**src/sv/fpk_pkg.sv**
```systemverilog
// Shared types, format codes and constants for the float-to-PCM frame packer.
// Used by every module of the block; has no dependencies of its own.
package fpk_pkg;

    // Output format register codes.
    localparam logic [3:0] FMT_U8_MONO    = 4'd0;
    localparam logic [3:0] FMT_U8_STEREO  = 4'd1;
    localparam logic [3:0] FMT_S16_MONO   = 4'd2;
    localparam logic [3:0] FMT_S16_STEREO = 4'd3;
    localparam logic [3:0] FMT_S24_MONO   = 4'd4;
    localparam logic [3:0] FMT_S24_STEREO = 4'd5;
    localparam logic [3:0] FMT_S32_MONO   = 4'd6;
    localparam logic [3:0] FMT_S32_STEREO = 4'd7;
    localparam logic [3:0] FMT_F32_MONO   = 4'd8;
    localparam logic [3:0] FMT_F32_STEREO = 4'd9;
    localparam logic [3:0] FMT_RESET      = FMT_S16_STEREO;
    localparam logic [3:0] FMT_LAST       = FMT_F32_STEREO;

    // Sample encoding, the format code without its stereo bit.
    localparam logic [2:0] KIND_U8  = 3'd0;
    localparam logic [2:0] KIND_S16 = 3'd1;
    localparam logic [2:0] KIND_S24 = 3'd2;
    localparam logic [2:0] KIND_S32 = 3'd3;
    localparam logic [2:0] KIND_F32 = 3'd4;

    // Single-precision bit patterns.
    localparam logic [31:0] F32_POS_ONE = 32'h3F80_0000;
    localparam logic [31:0] F32_NEG_ONE = 32'hBF80_0000;
    localparam logic [31:0] F32_QNAN    = 32'h7FC0_0000;
    localparam logic [30:0] F32_INF_MAG = 31'h7F80_0000;

    // One stereo frame with the format it was accepted under.
    typedef struct packed {
        logic [3:0]  fmt;
        logic [31:0] right;
        logic [31:0] left;
    } fpk_frame_t;

    // Frame plus the single-precision channel average.
    typedef struct packed {
        logic [3:0]  fmt;
        logic [31:0] right;
        logic [31:0] left;
        logic [31:0] mono;
    } fpk_mix_t;

    // One quantized channel. word holds the integer or float encoding;
    // u8_mag is |x*127.5| in fixed point with 26 fraction bits and a
    // sticky bit below them.
    typedef struct packed {
        logic [31:0] word;
        logic        u8_neg;
        logic [33:0] u8_mag;
    } fpk_chan_t;

    typedef struct packed {
        logic [3:0] fmt;
        fpk_chan_t  chan_b;
        fpk_chan_t  chan_a;
    } fpk_quant_t;

    typedef struct packed {
        logic [3:0]  byte_count;
        logic [63:0] frame_bytes;
    } fpk_result_t;

    function automatic logic [2:0] fmt_kind(input logic [3:0] fmt);
        return fmt[3:1];
    endfunction

endpackage

```
**src/sv/fpk_quant.sv**
```systemverilog
// Three-stage quantizer: clamps both channels, scales them by the format's
// constant, rounds the product as float or double and truncates.
// Depends on fpk_pkg.
module fpk_quant (
    input  logic                aclk,
    input  logic                aresetn,
    input  logic                in_valid,
    output logic                in_ready,
    input  fpk_pkg::fpk_mix_t   in_data,
    output logic                out_valid,
    input  logic                out_ready,
    output fpk_pkg::fpk_quant_t out_data
);
    import fpk_pkg::*;

    typedef struct packed {
        logic [55:0] prod;
        logic        neg;
        logic        zero;
        logic [7:0]  e;
        logic [7:0]  off;
        logic [31:0] bits;
    } prod_t;

    typedef struct packed {
        logic [53:0] rm;
        logic [7:0]  q;
        logic        neg;
        logic        zero;
        logic [31:0] bits;
    } rnd_t;

    logic       v1_reg, v2_reg, v3_reg;
    logic       rdy1, rdy2, rdy3;
    logic [3:0] fmt1_reg, fmt2_reg, fmt3_reg;
    prod_t      pa_reg, pb_reg, pa_next, pb_next;
    rnd_t       ra_reg, rb_reg, ra_next, rb_next;
    fpk_chan_t  ca_reg, cb_reg, ca_next, cb_next;

    assign rdy3     = !v3_reg || out_ready;
    assign rdy2     = !v2_reg || rdy3;
    assign rdy1     = !v1_reg || rdy2;
    assign in_ready = rdy1;

    // Saturate to [-1,1]; NaN becomes +0.
    function automatic logic [31:0] clamp_unit(input logic [31:0] v);
        if ((&v[30:23]) && (|v[22:0])) begin
            return 32'd0;
        end else if (v[30:0] > F32_POS_ONE[30:0]) begin
            return v[31] ? F32_NEG_ONE : F32_POS_ONE;
        end
        return v;
    endfunction

    // Scale constant left-aligned to 32 bits, and the exponent offset that
    // places the binary point of the rounded product.
    function automatic logic [39:0] scale_sel(input logic [2:0] kind, input logic neg);
        case (kind)
            KIND_U8:  return {8'd143, 32'hFF00_0000};
            KIND_S16: return {8'd135, 32'hFFFE_0000};
            KIND_S24: return neg ? {8'd126, 32'h8000_0000} : {8'd127, 32'hFFFF_FE00};
            KIND_S32: return neg ? {8'd147, 32'h8000_0000} : {8'd148, 32'hFFFF_FFFE};
            default:  return {8'd143, 32'hFF00_0000};
        endcase
    endfunction

    function automatic prod_t mul_stage(input logic [31:0] src, input logic [2:0] kind);
        prod_t       p;
        logic [31:0] x;
        logic [39:0] sc;
        x      = clamp_unit(src);
        sc     = scale_sel(kind, x[31]);
        p.bits = x;
        p.neg  = x[31];
        p.e    = x[30:23];
        p.zero = (x[30:23] == 8'd0);
        p.off  = sc[39:32];
        p.prod = {1'b1, x[22:0]} * sc[31:0];
        return p;
    endfunction

    // Normalize by one place and round to 24 or 53 significant bits.
    function automatic rnd_t rnd_stage(input prod_t p, input logic dbl);
        rnd_t        r;
        logic        ns, up;
        logic [55:0] pn;
        logic [8:0]  q9;
        ns = !p.prod[55];
        pn = ns ? {p.prod[54:0], 1'b0} : p.prod;
        if (dbl) begin
            up   = pn[2] && ((|pn[1:0]) || pn[3]);
            r.rm = {1'b0, pn[55:3]} + {53'd0, up};
        end else begin
            up   = pn[31] && ((|pn[30:0]) || pn[32]);
            r.rm = {30'd0, pn[55:32]} + {53'd0, up};
        end
        q9     = {1'b0, p.off} + {8'd0, ns} - {1'b0, p.e};
        r.q    = q9[7:0];
        r.neg  = p.neg;
        r.zero = p.zero;
        r.bits = p.bits;
        return r;
    endfunction

    // Truncate toward zero; for 8-bit output keep the fixed-point magnitude.
    function automatic fpk_chan_t trunc_stage(input rnd_t r, input logic [2:0] kind);
        fpk_chan_t   c;
        logic [53:0] mag;
        logic [31:0] iv;
        logic [7:0]  sa;
        logic [5:0]  sa6;
        logic [97:0] tmp;
        mag = (r.q >= 8'd54) ? 54'd0 : (r.rm >> r.q);
        iv  = r.neg ? (32'd0 - mag[31:0]) : mag[31:0];
        sa  = r.q - 8'd16;
        sa6 = (sa > 8'd63) ? 6'd63 : sa[5:0];
        tmp = {r.rm[24:0], 10'd0, 63'd0} >> sa6;
        c.u8_neg = r.neg;
        c.u8_mag = r.zero ? 34'd0 : {tmp[95:63], |tmp[62:0]};
        if (kind == KIND_F32) begin
            c.word = r.bits;
        end else if (r.zero) begin
            c.word = 32'd0;
        end else begin
            c.word = iv;
        end
        return c;
    endfunction

    // Stage 1: channel select, clamp and multiply.
    always_comb begin
        pa_next = mul_stage(in_data.fmt[0] ? in_data.left : in_data.mono,
                            fmt_kind(in_data.fmt));
        pb_next = mul_stage(in_data.right, fmt_kind(in_data.fmt));
    end

    // Stage 2: product rounding, double precision for 32-bit integers.
    always_comb begin
        ra_next = rnd_stage(pa_reg, fmt_kind(fmt1_reg) == KIND_S32);
        rb_next = rnd_stage(pb_reg, fmt_kind(fmt1_reg) == KIND_S32);
    end

    // Stage 3: truncation.
    always_comb begin
        ca_next = trunc_stage(ra_reg, fmt_kind(fmt2_reg));
        cb_next = trunc_stage(rb_reg, fmt_kind(fmt2_reg));
    end

    // Valid bits.
    always_ff @(posedge aclk) begin
        if (!aresetn) begin
            v1_reg <= 1'b0;
            v2_reg <= 1'b0;
            v3_reg <= 1'b0;
        end else begin
            if (rdy1) begin
                v1_reg <= in_valid;
            end
            if (rdy2) begin
                v2_reg <= v1_reg;
            end
            if (rdy3) begin
                v3_reg <= v2_reg;
            end
        end
    end

    // Payload registers.
    always_ff @(posedge aclk) begin
        if (rdy1) begin
            fmt1_reg <= in_data.fmt;
            pa_reg   <= pa_next;
            pb_reg   <= pb_next;
        end
        if (rdy2) begin
            fmt2_reg <= fmt1_reg;
            ra_reg   <= ra_next;
            rb_reg   <= rb_next;
        end
        if (rdy3) begin
            fmt3_reg <= fmt2_reg;
            ca_reg   <= ca_next;
            cb_reg   <= cb_next;
        end
    end

    assign out_valid       = v3_reg;
    assign out_data.fmt    = fmt3_reg;
    assign out_data.chan_a = ca_reg;
    assign out_data.chan_b = cb_reg;

endmodule

```
**config.mk**
```make
export PLATFORM = sky130hd
export DESIGN_NAME = fpk_quant
export DESIGN_NICKNAME = d
export VERILOG_FILES = /design/src/sv/fpk_pkg.sv /design/src/sv/fpk_quant.sv
export SDC_FILE = /design/constraint.sdc
export NUM_CORES = 2
export LEC_CHECK = 0
export ABC_AREA = 1
export BUFFER_PORTS_ARGS = -buffer_cell sky130_fd_sc_hd__buf_4
export CORE_MARGIN = 4
export CORE_UTILIZATION = 41
export CTS_CLUSTER_DIAMETER = 50
export DETAILED_ROUTE_END_ITERATION = 7
export RECOVER_POWER = 50
export SYNTH_ARGS = -nofsm -noshare
export SYNTH_HDL_FRONTEND = slang
export SYNTH_SLANG_ARGS = --single-unit
```
**constraint.sdc**
```tcl
create_clock -name aclk -period 11.4 [get_ports aclk]
set_input_delay 1.71 -clock aclk [delete_from_list [all_inputs] [get_ports aclk]]
set_output_delay 1.71 -clock aclk [all_outputs]
set_load 0.05 [all_outputs]
```
==> impl_table.tex <==
\begin{tabular}{lr}
\hline
Metric & Value \\
\hline
\multicolumn{2}{l}{\textbf{Setup path}} \\
\quad Register-to-register setup slack & 3.17 ns \\
\quad Most frequent cell on the critical path & sky130\_fd\_sc\_hd\_\_inv\_1 \\
\quad Delay-heaviest family, CP & adder cells \\
\quad Reg-to-Reg Start & out\_valid \\
\quad Critical path type & primary input to flop \\
\quad Critical path's largest stage delay & 0.66 ns \\
\quad Critical path launch point type & primary input \\
\quad Worst EP arrival & 11.15 ns \\
\quad Total number of cells along the worst setup path & 36 \\
\quad Launch point of the critical path & in\_data[68] \\
\quad Capturing element of the worst setup path & pb\_reg[102] \\
\quad Critical path data required time & 11.80 ns \\
\quad Worst path buffer plus inverter count & 13 \\
\quad End of the worst register-to-register path & ra\_reg[13] \\
\quad Largest fanout of any net on the critical path & 18 \\
\quad Element type at the critical path end & flop \\
\quad Worst R2R Path Depth & 4 \\
\quad Cell with the largest stage delay on the worst path & sky130\_fd\_sc\_hd\_\_fa\_1 \\
\multicolumn{2}{l}{\textbf{Routing}} \\
\quad Drt initial violations & 5400 \\
\quad Detail-routed via count per cell & 5.212 \\
\quad Detail Route Antenna Nets & 0 \\
\quad Total vias in the final route & 59.38k \\
\quad Number of design rule violations left after detail routing & 0 \\
\quad Total routed wirelength & 228200 um \\
\quad WL/cell & 20.03 um \\
\quad TritonRoute pass-1 iters & 6 \\
\multicolumn{2}{l}{\textbf{Synth}} \\
\quad Total of flip-flops plus latches after synthesis & 525 \\
\quad Post-synthesis simple-gate area fraction & 22.99\% \\
\quad Synth Area in XOR/XNOR & 2.038\% \\
\quad Complex-gate fraction of the synthesized area & 6.948\% \\
\quad Area fraction of the dominant cell type after synthesis & 26.58\% \\
\quad Post-synthesis adder-cell area fraction & 33.84\% \\
\quad Combinational family with the most area after synthesis & adder cells \\
\quad Cell area after synthesis & 71330 um2 \\
\quad Async set-reset flop share out of synthesis & 0\% \\
\quad Fraction of the yosys area taken by sequential cells & 22.06\% \\
\quad Average footprint of a synthesized cell & 8.015 um2 \\
\quad Gate count of the mapped netlist & 8900 \\
\quad Commonest register cell after synthesis & sky130\_fd\_sc\_hd\_\_edfxtp\_1 \\
\quad Main area contributors after synthesis & sky130\_fd\_sc\_hd\_\_fa\_1, sky130\_fd\_sc\_hd\_\_edfxtp\_1, sky130\_fd\_sc\_hd\_\_nand2\_1 \\
\quad Synth warnings & 0 \\
\quad Synth area leader & sky130\_fd\_sc\_hd\_\_fa\_1 \\
\quad Count of different cell masters after synthesis & 65 \\
\quad Count of flip-flops with a built-in enable after synthesis & 522 \\
\quad Share of synthesized area spent on multiplexers & 0.7613\% \\
\multicolumn{2}{l}{\textbf{Floorplan}} \\
\quad Die outline area & 180700 um2 \\
\quad Std-Cell Core Area & 172300 um2 \\
\quad Initial cell density of the core & 41.40\% \\
\quad Width of the die & 425.1 um \\
\quad Core Rows & 152 \\
\quad Boundary Pins & 244 \\
\quad Vertical die dimension & 425.1 um \\
\multicolumn{2}{l}{\textbf{STA}} \\
\quad Crit path time final & 10.75 ns \\
\quad Final setup violation count & 0 \\
\quad Max-slew violations & 501 \\
\quad Count of final hold-check violations & 0 \\
\quad Actual slew at the worst max-slew pin & 5.665 ns \\
\quad Period utilization & 94.26\% \\
\quad Setup TNS after final layout & 0 ns \\
\quad Upper clock frequency limit & 93.06 MHz \\
\quad RSZ-0062 raised after global routing & false \\
\quad Clock tree skew after final layout & 0.02157 ns \\
\quad Tightest slew margin relative to the limit & -279.7\% \\
\multicolumn{2}{l}{\textbf{Pwr}} \\
\quad Max VDD drop & 0.0003013 V \\
\quad Leakage dissipation & 0.03852 uW \\
\quad PwrDens & 310.5 nW/um2 \\
\multicolumn{2}{l}{\textbf{CTS}} \\
\quad Total of cells resized after clock tree synthesis & 0 \\
\quad Maximum buffer depth of the clock tree & 3 \\
\quad Level count of the clock H-tree & 2 \\
\quad Sink Count & 525 \\
\quad Clock transition at the registers of the reported paths & 0.06 ns \\
\quad Number of buffers added by the clock tree synthesis step & 58 \\
\quad Number of setup buffers added after CTS & 0 \\
\quad Clock network latency to the later pin of the worst-skew pair & 0.67 ns \\
\quad Clock tree from TritonCTS & done \\
\quad Count of hold buffers inserted by post-cts repair & 0 \\
\quad Clock root cell & sky130\_fd\_sc\_hd\_\_clkbuf\_16 \\
\multicolumn{2}{l}{\textbf{Status}} \\
\quad Violations in the final reports & max-capacitance violations, max-slew violations \\
\quad Outcome & complete, but fails checks \\
\multicolumn{2}{l}{\textbf{Final layout}} \\
\quad Number of flip-flops under the largest register name & 134 \\
\quad Fill cell total of the finished layout & 17.54k \\
\quad Number of nets in the layout & 10.50k \\
\quad Ratio of cells with drive above 1 in the final layout & 5.097\% \\
\quad Relative area change from synthesis to final layout & 7.758\% \\
\quad Fraction of the core area covered by cells at the end of the flow & 44.61\% \\
\multicolumn{2}{l}{\textbf{Placed design}} \\
\quad Routability-driven placement congestion ratio & 0.9457 \\
\quad Count of port buffers added during placement & 243 \\
\quad Estimated wirelength of the detail-placed design & 192500 um \\
\multicolumn{2}{l}{\textbf{Flow run}} \\
\quad Max Cap Viol & 8 \\
\multicolumn{2}{l}{\textbf{Global routing}} \\
\quad Maximum number of pins on one net before global-route repair & 128 \\
\quad Total congestion overflow & 0 \\
\quad Initial antenna violation count & 6 \\
\quad Global routing usage summed across all routing layers & 25.22\% \\
\quad Vias in the first global route & 58.99k \\
\quad Global-route wire length before repair & 353200 um \\
\multicolumn{2}{l}{\textbf{Worst hold path}} \\
\quad Min-delay worst type & flop to flop \\
\hline
\end{tabular}
-- cell type report --
class	count	area, um2	share of cell area (%)
Sequential cell	525	15740	20.47
Multi-Input combinational cell	6298	47500	61.80
Antenna cell	1	2.502	0.003256
Clock buffer	66	1511	1.966
Timing Repair Buffer	349	2038	2.652
Tap cell	2310	2890	3.760
Clock inverter	44	425.4	0.5535
Inverter	1801	6761	8.797
-- how the worst min path moves through the flow --
| stage | from | to | slack, ns | cells after the start |
|---|---|---|---|---|
| final | pb_reg[21] | rb_reg[21] | 0.42 | 0 |
| after global routing | pb_reg[8] | rb_reg[8] | 0.42 | 0 |
| after CTS | pb_reg[21] | rb_reg[21] | 0.42 | 0 |
| after detailed placement | pa_reg[13] | ra_reg[13] | 0.40 | 0 |
| after global placement | pa_reg[21] | ra_reg[21] | 0.40 | 0 |
| after floorplan | pa_reg[49] | ca_next[34] | 0.40 | 0 |
-- layout by cell type (no fill, tap or decap), types with 95 or more instances in the layout --
| master | n |
|---|---|
| sky130_fd_sc_hd__ha_1 | 414 |
| sky130_fd_sc_hd__buf_4 | 193 |
| sky130_fd_sc_hd__nand3_1 | 892 |
| sky130_fd_sc_hd__edfxtp_1 | 522 |
| sky130_fd_sc_hd__nand4_1 | 95 |
| sky130_fd_sc_hd__inv_1 | 1772 |
| sky130_fd_sc_hd__xor2_1 | 97 |
| sky130_fd_sc_hd__nor2_1 | 760 |
| sky130_fd_sc_hd__nand2_1 | 1823 |
| sky130_fd_sc_hd__fa_1 | 947 |
| sky130_fd_sc_hd__clkbuf_1 | 160 |
| sky130_fd_sc_hd__o21ai_0 | 359 |
| sky130_fd_sc_hd__a21oi_1 | 279 |
-- cell families after synthesis --
logic type / count (synthesis)
AND/OR/NAND/NOR: 3821
other: 1
multiplexers: 54
XOR/XNOR: 166
flip-flops: 525
buffers and inverters: 2078
AO/OA/AOI/OAI: 894
adder cells (fa/ha/maj): 1361
-- layer usage --
metal | track usage [%] | vias up | wire [um]
li1 | - | 28400 | -
met3 | 3.253 | 256 | 14740
met1 | 37.51 | 28810 | 106500
met4 | 6.175 | 6 | 6075
met5 | 0 | - | 35
met2 | 39.02 | 1910 | 100800
-- synth_stat cells, drive strengths merged, types with 2 or more instances --
| master | instances |
|---|---|
| nand2 | 1834 |
| inv | 1795 |
| fa | 947 |
| nand3 | 894 |
| nor2 | 810 |
| edfxtp | 522 |
| o21ai | 420 |
| ha | 414 |
| a21oi | 279 |
| buf | 174 |
| clkbuf | 103 |
| nand4 | 98 |
| xor2 | 97 |
| nor3 | 73 |
| xnor2 | 69 |
| or2 | 65 |
| mux2i | 52 |
| a31oi | 46 |
| o21a | 39 |
| o211ai | 36 |
| nor4 | 25 |
| o31ai | 10 |
| o22ai | 9 |
| o21bai | 8 |
| a211oi | 7 |
| a21boi | 7 |
| a21o | 7 |
| nand3b | 7 |
| clkinv | 6 |
| nor3b | 6 |
| and3 | 5 |
| o2111ai | 5 |
| o221ai | 5 |
| a22o | 4 |
| and2 | 4 |
| a32o | 3 |
| dfxtp | 3 |
| a31o | 2 |
| mux2 | 2 |
| o311ai | 2 |
-- metrics by stage --
step / power [uW] / instances / area, um2 / setup slack [ns] / hold WS, ns
floorplan: 16560 / 8901 / 71330 / 0.2782 / 0.4003
global placement: 21780 / 11280 / 75540 / 0.4212 / 0.4026
detailed placement: 21870 / 11280 / 75540 / 0.4156 / 0.4045
CTS: 23880 / 11390 / 77480 / 1.104 / 0.4197
global route: 26270 / 11390 / 76860 / 0.2315 / 0.4248
finish: 23870 / 11390 / 76860 / 0.6544 / 0.4186
-- where the power goes --
part	switching (uW)	total, uW	internal (uW)
clock	844	1890	1050
combinational	12600	18500	5880
sequential	308	3480	3170
total	13800	23900	10100
No activity file was read; power rests on OpenSTA's default activity.
