===== config.mk =====
export PLATFORM = sky130hd
export DESIGN_NAME = fpk_mono_add
export DESIGN_NICKNAME = d
export VERILOG_FILES = /design/src/sv/fpk_pkg.sv /design/src/sv/fpk_mono_add.sv
export SDC_FILE = /design/constraint.sdc
export NUM_CORES = 1
export LEC_CHECK = 0
export BUFFER_PORTS_ARGS = -buffer_cell sky130_fd_sc_hd__buf_2
export CAP_MARGIN = 20
export CORE_MARGIN = 1.5
export CORE_UTILIZATION = 50
export CTS_CLUSTER_SIZE = 16
export DETAILED_ROUTE_END_ITERATION = 16
export PLACE_DENSITY = 0.68
export REMOVE_ABC_BUFFERS = 1
export SLEW_MARGIN = 15
export SYNTH_ARGS = -nofsm -noshare
export SYNTH_HDL_FRONTEND = slang
export SYNTH_SLANG_ARGS = --single-unit

===== constraint.sdc =====
create_clock -name aclk -period 8.9 [get_ports aclk]
set_clock_uncertainty 0.1 [all_clocks]
set_input_delay 0.445 -clock aclk [delete_from_list [all_inputs] [get_ports aclk]]
set_output_delay 0.445 -clock aclk [all_outputs]
set_load 0.005 [all_outputs]

===== src/sv/fpk_pkg.sv =====
// Shared types, format codes and constants for the float-to-PCM frame packer.
// Used by every module of the block; has no dependencies of its own.
package fpk_pkg;

    // Output format register codes.
    localparam logic [3:0] FMT_U8_MONO    = 4'd0;
    localparam logic [3:0] FMT_U8_STEREO  = 4'd1;
    localparam logic [3:0] FMT_S16_MONO   = 4'd2;
    localparam logic [3:0] FMT_S16_STEREO = 4'd3;
    localparam logic [3:0] FMT_S24_MONO   = 4'd4;
    localparam logic [3:0] FMT_S24_STEREO = 4'd5;
    localparam logic [3:0] FMT_S32_MONO   = 4'd6;
    localparam logic [3:0] FMT_S32_STEREO = 4'd7;
    localparam logic [3:0] FMT_F32_MONO   = 4'd8;
    localparam logic [3:0] FMT_F32_STEREO = 4'd9;
    localparam logic [3:0] FMT_RESET      = FMT_S16_STEREO;
    localparam logic [3:0] FMT_LAST       = FMT_F32_STEREO;

    // Sample encoding, the format code without its stereo bit.
    localparam logic [2:0] KIND_U8  = 3'd0;
    localparam logic [2:0] KIND_S16 = 3'd1;
    localparam logic [2:0] KIND_S24 = 3'd2;
    localparam logic [2:0] KIND_S32 = 3'd3;
    localparam logic [2:0] KIND_F32 = 3'd4;

    // Single-precision bit patterns.
    localparam logic [31:0] F32_POS_ONE = 32'h3F80_0000;
    localparam logic [31:0] F32_NEG_ONE = 32'hBF80_0000;
    localparam logic [31:0] F32_QNAN    = 32'h7FC0_0000;
    localparam logic [30:0] F32_INF_MAG = 31'h7F80_0000;

    // One stereo frame with the format it was accepted under.
    typedef struct packed {
        logic [3:0]  fmt;
        logic [31:0] right;
        logic [31:0] left;
    } fpk_frame_t;

    // Frame plus the single-precision channel average.
    typedef struct packed {
        logic [3:0]  fmt;
        logic [31:0] right;
        logic [31:0] left;
        logic [31:0] mono;
    } fpk_mix_t;

    // One quantized channel. word holds the integer or float encoding;
    // u8_mag is |x*127.5| in fixed point with 26 fraction bits and a
    // sticky bit below them.
    typedef struct packed {
        logic [31:0] word;
        logic        u8_neg;
        logic [33:0] u8_mag;
    } fpk_chan_t;

    typedef struct packed {
        logic [3:0] fmt;
        fpk_chan_t  chan_b;
        fpk_chan_t  chan_a;
    } fpk_quant_t;

    typedef struct packed {
        logic [3:0]  byte_count;
        logic [63:0] frame_bytes;
    } fpk_result_t;

    function automatic logic [2:0] fmt_kind(input logic [3:0] fmt);
        return fmt[3:1];
    endfunction

endpackage


===== src/sv/fpk_mono_add.sv =====
// Four-stage single-precision adder computing (left+right)*0.5 with
// round-to-nearest-even, denormals and specials. Depends on fpk_pkg.
module fpk_mono_add (
    input  logic               aclk,
    input  logic               aresetn,
    input  logic               in_valid,
    output logic               in_ready,
    input  fpk_pkg::fpk_frame_t in_data,
    output logic               out_valid,
    input  logic               out_ready,
    output fpk_pkg::fpk_mix_t  out_data
);
    import fpk_pkg::*;

    typedef struct packed {
        logic        sa;
        logic [7:0]  ea;
        logic [26:0] ma;
        logic [26:0] mb;
        logic        sub;
        logic        nan;
        logic        inf;
        logic        infs;
    } align_t;

    typedef struct packed {
        logic        sa;
        logic [7:0]  ea;
        logic [27:0] sum;
        logic        sub;
        logic        nan;
        logic        inf;
        logic        infs;
    } sum_t;

    typedef struct packed {
        logic        sg;
        logic [8:0]  e;
        logic [26:0] n;
        logic        nan;
        logic        inf;
        logic        infs;
    } norm_t;

    logic       v1_reg, v2_reg, v3_reg, v4_reg;
    logic       v1_next, v2_next, v3_next, v4_next;
    logic       rdy1, rdy2, rdy3, rdy4;
    fpk_frame_t f1_reg, f2_reg, f3_reg, f4_reg;
    align_t     a1_reg, a1_next;
    sum_t       s2_reg, s2_next;
    norm_t      n3_reg, n3_next;
    logic [31:0] mono4_reg, mono4_next;

    // Each stage loads when it is empty or its successor moves on.
    assign rdy4     = !v4_reg || out_ready;
    assign rdy3     = !v3_reg || rdy4;
    assign rdy2     = !v2_reg || rdy3;
    assign rdy1     = !v1_reg || rdy2;
    assign in_ready = rdy1;

    assign v1_next = rdy1 ? in_valid : v1_reg;
    assign v2_next = rdy2 ? v1_reg   : v2_reg;
    assign v3_next = rdy3 ? v2_reg   : v3_reg;
    assign v4_next = rdy4 ? v3_reg   : v4_reg;

    // Stage 1: unpack, order by magnitude, align the smaller operand.
    always_comb begin
        logic [31:0] l, r, a, b;
        logic        l_nan, r_nan, l_inf, r_inf, swap;
        logic [7:0]  eb, d;
        logic [23:0] mb;
        logic [4:0]  dd;
        logic [52:0] wide;
        l     = in_data.left;
        r     = in_data.right;
        l_nan = (&l[30:23]) && (|l[22:0]);
        r_nan = (&r[30:23]) && (|r[22:0]);
        l_inf = (&l[30:23]) && !(|l[22:0]);
        r_inf = (&r[30:23]) && !(|r[22:0]);
        swap  = r[30:0] > l[30:0];
        a     = swap ? r : l;
        b     = swap ? l : r;
        a1_next.sa   = a[31];
        a1_next.ea   = (a[30:23] == 8'd0) ? 8'd1 : a[30:23];
        eb           = (b[30:23] == 8'd0) ? 8'd1 : b[30:23];
        a1_next.ma   = {|a[30:23], a[22:0], 3'b000};
        mb           = {|b[30:23], b[22:0]};
        d            = a1_next.ea - eb;
        dd           = (d > 8'd28) ? 5'd28 : d[4:0];
        wide         = {mb, 29'd0} >> dd;
        a1_next.mb   = {wide[52:27], |wide[26:0]};
        a1_next.sub  = a[31] ^ b[31];
        a1_next.nan  = l_nan || r_nan || (l_inf && r_inf && (l[31] ^ r[31]));
        a1_next.inf  = l_inf || r_inf;
        a1_next.infs = l_inf ? l[31] : r[31];
    end

    // Stage 2: magnitude add or subtract.
    always_comb begin
        s2_next.sa   = a1_reg.sa;
        s2_next.ea   = a1_reg.ea;
        s2_next.sub  = a1_reg.sub;
        s2_next.nan  = a1_reg.nan;
        s2_next.inf  = a1_reg.inf;
        s2_next.infs = a1_reg.infs;
        s2_next.sum  = a1_reg.sub ? ({1'b0, a1_reg.ma} - {1'b0, a1_reg.mb})
                                  : ({1'b0, a1_reg.ma} + {1'b0, a1_reg.mb});
    end

    // Stage 3: normalize, stopping at the denormal exponent.
    always_comb begin
        logic [4:0] lz;
        logic [7:0] lim, sl;
        n3_next.nan  = s2_reg.nan;
        n3_next.inf  = s2_reg.inf;
        n3_next.infs = s2_reg.infs;
        lz = 5'd27;
        for (int i = 0; i < 27; i++) begin
            if (s2_reg.sum[i]) begin
                lz = 5'(26 - i);
            end
        end
        lim = s2_reg.ea - 8'd1;
        sl  = ({3'b000, lz} > lim) ? lim : {3'b000, lz};
        if (s2_reg.sum[27]) begin
            n3_next.n = {s2_reg.sum[27:2], |s2_reg.sum[1:0]};
            n3_next.e = {1'b0, s2_reg.ea} + 9'd1;
        end else begin
            n3_next.n = s2_reg.sum[26:0] << sl[4:0];
            n3_next.e = {1'b0, s2_reg.ea} - {1'b0, sl};
            if (!n3_next.n[26]) begin
                n3_next.e = 9'd0;
            end
        end
        // An exact cancellation gives +0; two zeros of one sign keep it.
        if (s2_reg.sum == 28'd0) begin
            n3_next.sg = s2_reg.sub ? 1'b0 : s2_reg.sa;
        end else begin
            n3_next.sg = s2_reg.sa;
        end
    end

    // Stage 4: round to nearest even, apply specials, then halve.
    always_comb begin
        logic        up, hup;
        logic [30:0] mag;
        logic [31:0] sum;
        logic [23:0] half;
        up = n3_reg.n[2] && ((|n3_reg.n[1:0]) || n3_reg.n[3]);
        if (n3_reg.e >= 9'd255) begin
            mag = F32_INF_MAG;
        end else begin
            mag = {n3_reg.e[7:0], n3_reg.n[25:3]} + {30'd0, up};
        end
        if (n3_reg.nan) begin
            sum = F32_QNAN;
        end else if (n3_reg.inf) begin
            sum = {n3_reg.infs, F32_INF_MAG};
        end else begin
            sum = {n3_reg.sg, mag};
        end
        // Halving is exact unless the result leaves the normal range.
        hup  = sum[0] && sum[1];
        half = {1'b0, sum[23:1]} + {23'd0, hup};
        if (sum[30:23] == 8'hFF) begin
            mono4_next = sum;
        end else if (sum[30:23] >= 8'd2) begin
            mono4_next = {sum[31], sum[30:23] - 8'd1, sum[22:0]};
        end else begin
            mono4_next = {sum[31], 7'd0, half};
        end
    end

    // Valid bits.
    always_ff @(posedge aclk) begin
        if (!aresetn) begin
            v1_reg <= 1'b0;
            v2_reg <= 1'b0;
            v3_reg <= 1'b0;
            v4_reg <= 1'b0;
        end else begin
            v1_reg <= v1_next;
            v2_reg <= v2_next;
            v3_reg <= v3_next;
            v4_reg <= v4_next;
        end
    end

    // Payload registers.
    always_ff @(posedge aclk) begin
        if (rdy1) begin
            f1_reg <= in_data;
            a1_reg <= a1_next;
        end
        if (rdy2) begin
            f2_reg <= f1_reg;
            s2_reg <= s2_next;
        end
        if (rdy3) begin
            f3_reg <= f2_reg;
            n3_reg <= n3_next;
        end
        if (rdy4) begin
            f4_reg    <= f3_reg;
            mono4_reg <= mono4_next;
        end
    end

    assign out_valid      = v4_reg;
    assign out_data.fmt   = f4_reg.fmt;
    assign out_data.right = f4_reg.right;
    assign out_data.left  = f4_reg.left;
    assign out_data.mono  = mono4_reg;

endmodule


==> results of run 1 <==
[area by class of cell]
type                    instances  area (um^2)  share of cell area
flip-flops and latches        452        13500               0.494
repair buffers                229         1350              0.0491
diodes                          2         5.00            0.000183
clock inverters                36          354              0.0129
inverters                     114          433              0.0158
multi-input cells            1423         9740               0.355
well taps                     615          769              0.0281
clock buffers                  53         1220              0.0445
[repair_timing]
action,4_1_cts,5_1_grt
setup endpoints to repair,0,1
hold endpoints to repair,23,0
hold buffers,21,0
[stage by stage]
step	hold WS, ps	power, uW	util	worst slack [ps]	TNS (ps)
after floorplan	300	4440	-	-2430	-40250
after global placement	300	5150	0.538	556	0
after detailed placement	305	5170	0.538	440	0
after CTS	0.378	7150	0.576	560	0
after global routing	9.65	7510	0.576	154	0
final	14.8	7140	0.576	503	0
[per-layer routing]
layer  up-vias  global-route usage  share of wire
li1       8242                   -              -
met1      8397               0.322           0.42
met2       570               0.419           0.49
met3       124              0.0380          0.055
met4         0               0.109          0.039
met5         -                   0              0
[worst max path at each step]
stage / cells past startpoint / to
after floorplan: 27 / a1_reg[4]
after global placement: 31 / a1_reg[4]
after detailed placement: 31 / a1_reg[4]
after CTS: 32 / a1_reg[4]
after global routing: 32 / a1_reg[4]
final: 32 / a1_reg[4]
[cells by family after synthesis]
group,after synthesis,synth area share
buffers and inverters,194,0.0324
other,1,0.000156
XOR/XNOR,79,0.0292
AND/OR/NAND/NOR,603,0.119
adder cells (fa/ha/maj),110,0.0583
AO/OA/AOI/OAI,484,0.132
multiplexers,144,0.0650
flip-flops,452,0.564
[report_power, final]
| part | total (uW) | internal [uW] | leakage (uW) | switching [uW] |
|---|---|---|---|---|
| sequential | 2970 | 2750 | 0.00483 | 228 |
| clock | 1960 | 1120 | 0.000759 | 838 |
| combinational | 2200 | 865 | 0.00524 | 1340 |
| total | 7140 | 4730 | 0.0108 | 2410 |
[synth_stat cells, drive strengths merged, types with 30 or more instances]
library cell | number | share of area
xor2 | 30 | 0.011
nand2 | 154 | 0.024
o22ai | 37 | 0.0096
nand3 | 66 | 0.014
mux2i | 89 | 0.037
a21oi | 136 | 0.028
nor3 | 38 | 0.0083
o21ai | 98 | 0.021
clkbuf | 47 | 0.0074
buf | 33 | 0.0072
ha | 107 | 0.056
edfxtp | 448 | 0.56
mux2 | 51 | 0.024
inv | 114 | 0.018
xnor2 | 49 | 0.018
nor2 | 191 | 0.030
==> flow_metrics.env, run 1 <==
export IMPL_vias=17300
export IMPL_gp_congestion=0.946
export IMPL_grt_pass1_wl_mm=96.4
export IMPL_fin_crit_ps=8400
export IMPL_antenna_found_initial=2
export IMPL_numPortBuffers=173
export IMPL_ir_drop_v=0.000164
export IMPL_synth_edff_count=448
export IMPL_cts_made_buffers=48
export IMPL_dieHeight_um=222
export IMPL_r2r_cells=23
export IMPL_grt_total_usage=0.250
export IMPL_ys_warn_count=0
export IMPL_cp_num_buf_inv=6
export IMPL_postSynthCellCount=2067
export IMPL_via_per_inst=5.93
export IMPL_path_class="primary input to flop"
export IMPL_rsz0062_at_grt="no"
export IMPL_max_stage_delay_ps=560
export IMPL_grt_pass1_vias=17200
export IMPL_dpl_cell_count=2810
export IMPL_fp_dieW_um=222
export IMPL_setup_viol=0
export IMPL_critPathLaunchType="primary input"
export IMPL_holdPathStages=1
export IMPL_mostFrequentLayoutCells="edfxtp_1, nor2_1, buf_2, nand2_1, a21oi_1"
export IMPL_cp_end_kind="flop"
export IMPL_finalNonFillerCells=2924
export IMPL_ys_types=84
export IMPL_finalInstanceArea_mm2=0.0274
export IMPL_ys_ff_latch=452
export IMPL_async_flop_share=0
export IMPL_wl_mm=61.8
export IMPL_syn_to_final_growth_pct=14.2
export IMPL_ctsHtreeMaxLevel=2
export IMPL_required_ps=9110
export IMPL_ys_seq_area_frac=0.564
export IMPL_tightest_slew_ps=1030
export IMPL_yosys_most_used_dff="edfxtp_1"
export IMPL_core_area_mm2=0.0475
export IMPL_path_delay_family="simple AND/OR/NAND/NOR gates"
export IMPL_r2r_end="n3_reg[37]"
export IMPL_cap_violations=0
export IMPL_r2r_slack_ps=2620
export IMPL_start_util=0.505
export IMPL_post_dp_cell_area_mm2=0.0256
export IMPL_clock_latency_ps=610
export IMPL_reg2reg_from="s2_reg[8]"
export IMPL_p_per_area_mw_per_mm2=260
export IMPL_netlist_area_mm2=0.0240
export IMPL_cts_setup_buffers=0
export IMPL_clock_sinks=452
export IMPL_clk_pin_slew_ps=60
export IMPL_nets=2450
export IMPL_cts_buffer_depth=3
export IMPL_rows=80
export IMPL_hold_viol=0
export IMPL_p_leak_uw=0.0108
export IMPL_cp_slowest_cell="nor2_4"
export IMPL_first_pass_iters=8
export IMPL_pin_count=174
export IMPL_outcome="complete, no violations"
export IMPL_max_slew_margin=0.312
export IMPL_clock_fmax_ghz=0.119
export IMPL_dp_hpwl_mm=45.5
export IMPL_startpoint="in_data[17]"
export IMPL_root_buffer="clkbuf_16"
export IMPL_hold_path_class="primary input to flop"
export IMPL_overflow=0
export IMPL_hold_start="in_data[32]"
export IMPL_die_area_mm2=0.0493
export IMPL_maxSlewViolCount=0
export IMPL_ctsResizeCount=0
export IMPL_drt_iter0_markers=1475
export IMPL_ant_nets=0
export IMPL_critPathMaxFanout=18
export IMPL_drc=0
export IMPL_finalCritPeriodShare=0.944
export IMPL_whs_endpoint="f1_reg[32]"
export IMPL_drive_above_1_share=0.158
export IMPL_synth_area_per_cell_um2=11.6
export IMPL_grt_max_degree=72
export IMPL_wl_per_cell_um=21.1
export IMPL_cp_arrival_ps=8610
export IMPL_fillerInstances=3929
export IMPL_final_common_cell="edfxtp_1"
export IMPL_cts_tree="built"
No activity file was read; power rests on OpenSTA's default activity.
==> inputs of run 2 (changes only) <==
Settings changed: RECOVER_POWER from default to 100.
==> flow_metrics.env, run 2 (synthesized netlist as in run 1, its figures left out) <==
export IMPL_final_common_cell="edfxtp_1"
export IMPL_nets=2450
export IMPL_syn_to_final_growth_pct=13.2
export IMPL_fp_dieW_um=222
export IMPL_fillerInstances=4004
export IMPL_p_int_uw=4710
export IMPL_drc=0
export IMPL_path_class="primary input to flop"
export IMPL_wl_mm=61.8
export IMPL_fin_crit_ps=8390
export IMPL_critPathMaxFanout=18
export IMPL_clock_power_share=0.275
export IMPL_clock_fmax_ghz=0.119
export IMPL_cts_made_buffers=48
export IMPL_preCtsSetupSlack_ps=440
export IMPL_final_setup_worst_slack_ps=510
export IMPL_drt_iter0_markers=1508
export IMPL_ctsResizeCount=0
export IMPL_rsz0062_at_grt="no"
export IMPL_grt_pass1_vias=17200
export IMPL_outcome="finished, violations left"
export IMPL_ctsHtreeMaxLevel=2
export IMPL_required_ps=9110
export IMPL_clock_latency_ps=610
export IMPL_die_area_mm2=0.0493
export IMPL_numPortBuffers=173
export IMPL_multi_input_area_mm2=0.00969
export IMPL_antenna_found_initial=1
export IMPL_drive_above_1_share=0.0910
export IMPL_pin_count=174
export IMPL_via_per_inst=5.93
export IMPL_diodes=0
export IMPL_post_dp_cell_area_mm2=0.0256
export IMPL_rows=80
export IMPL_mostFrequentLayoutCells="edfxtp_1, nor2_1, nand2_1, a21oi_1, clkbuf_1"
export IMPL_grt_total_usage=0.250
export IMPL_hold_path_class="primary input to flop"
export IMPL_p_leak_uw=0.0104
export IMPL_final_util=0.571
export IMPL_first_pass_iters=6
export IMPL_clock_sinks=452
export IMPL_max_stage_delay_ps=560
export IMPL_violations="capacitance limit, slew limit"
export IMPL_dieHeight_um=222
export IMPL_cts_buffer_depth=3
export IMPL_vias=17300
export IMPL_overflow=0
export IMPL_finalNonFillerCells=2922
export IMPL_clk_pin_slew_ps=60
export IMPL_p_sw_uw=2400
export IMPL_root_buffer="clkbuf_16"
export IMPL_finalInstanceArea_mm2=0.0272
export IMPL_p_comb_frac=0.307
export IMPL_dpl_cell_count=2810
export IMPL_cts_setup_buffers=0
export IMPL_p_per_area_mw_per_mm2=262
export IMPL_p_sw_frac=0.338
export IMPL_grt_max_degree=72
export IMPL_hold_viol=0
export IMPL_start_util=0.505
export IMPL_cp_end_kind="flop"
export IMPL_power_frac_seq=0.418
export IMPL_cts_tree="built"
export IMPL_ant_nets=0
export IMPL_dp_hpwl_mm=45.5
export IMPL_ir_drop_v=0.000165
export IMPL_cp_slowest_cell="nor2_4"
export IMPL_fin_setup_tns_ps=0
export IMPL_maxSlewViolCount=535
export IMPL_setup_viol=0
export IMPL_tightest_slew_ps=3850
export IMPL_grt_pass1_wl_mm=96.4
export IMPL_max_slew_margin=-1.57
export IMPL_core_area_mm2=0.0475
export IMPL_cp_arrival_ps=8600
export IMPL_cap_violations=11
export IMPL_wl_per_cell_um=21.2
export IMPL_critPathLaunchType="primary input"
export IMPL_finalCritPeriodShare=0.943
export IMPL_seqCellArea_mm2=0.0135
export IMPL_gp_congestion=0.946
[run 2: cell types whose count changed in the layout (fill, tap and decap cells not counted), sizes merged]
cell / before / now
inv: 119 / 117
diode: 2 / 0
clkbuf: 53 / 183
clkinvlp: 4 / 6
buf: 208 / 78
[run 2: worst paths after layout]
check / start / end / slack, ps / cells after the start
max: in_data[17] / a1_reg[4] / 510 / 32
min: in_data[32] / f1_reg[32] / 90 / 1
max reg2reg: s2_reg[8] / n3_reg[37] / 1210 / 21
min reg2reg: f3_reg[21] / out_data[53] / 300 / 0
[run 2: cell type report]
class,count,area share
clock buffers,53,0.0449
well taps,615,0.0283
inverters,114,0.0159
multi-input cells,1423,0.357
flip-flops and latches,452,0.498
clock inverters,36,0.0130
repair buffers,229,0.0424
[run 2: timing repair]
action / 4_1_cts / 5_1_grt
hold endpoints to repair: 23 / 0
endpoints found under the setup margin: 0 / 1
hold buffers: 21 / 0
[run 2: layer usage]
layer / vias to the layer above / share of wire / track usage
met5: - / 0 / 0
met4: 0 / 0.043 / 0.109
met3: 137 / 0.058 / 0.0380
met2: 595 / 0.48 / 0.419
met1: 8372 / 0.41 / 0.322
li1: 8226 / - / -
[run 2: metrics by stage]
step           total power (uW)  hold slack (ps)
2_1_floorplan              4440              300
3_3_place_gp               5150              300
3_5_place_dp               5170              305
4_1_cts                    7150            0.378
5_1_grt                    7490             93.4
6_report                   7120             91.8
[run 2: power by group through the flow]
stage / clock (uW) / sequential [uW] / combinational (uW)
2_1_floorplan: 0 / 2960 / 1480
4_1_cts: 2010 / 2970 / 2170
3_5_place_dp: 0 / 3010 / 2150
3_3_place_gp: 0 / 3000 / 2140
6_report: 1960 / 2970 / 2180
5_1_grt: 2080 / 3020 / 2390
[run 2: critical path: cells and delay by family]
| family | cells | cell delay (ps) |
|---|---|---|
| AND/OR/NAND/NOR | 10 | 2600 |
| AO/OA/AOI/OAI | 11 | 2450 |
| multiplexers | 2 | 690 |
| adder cells (fa/ha/maj) | 3 | 980 |
| buffers and inverters | 6 | 1400 |
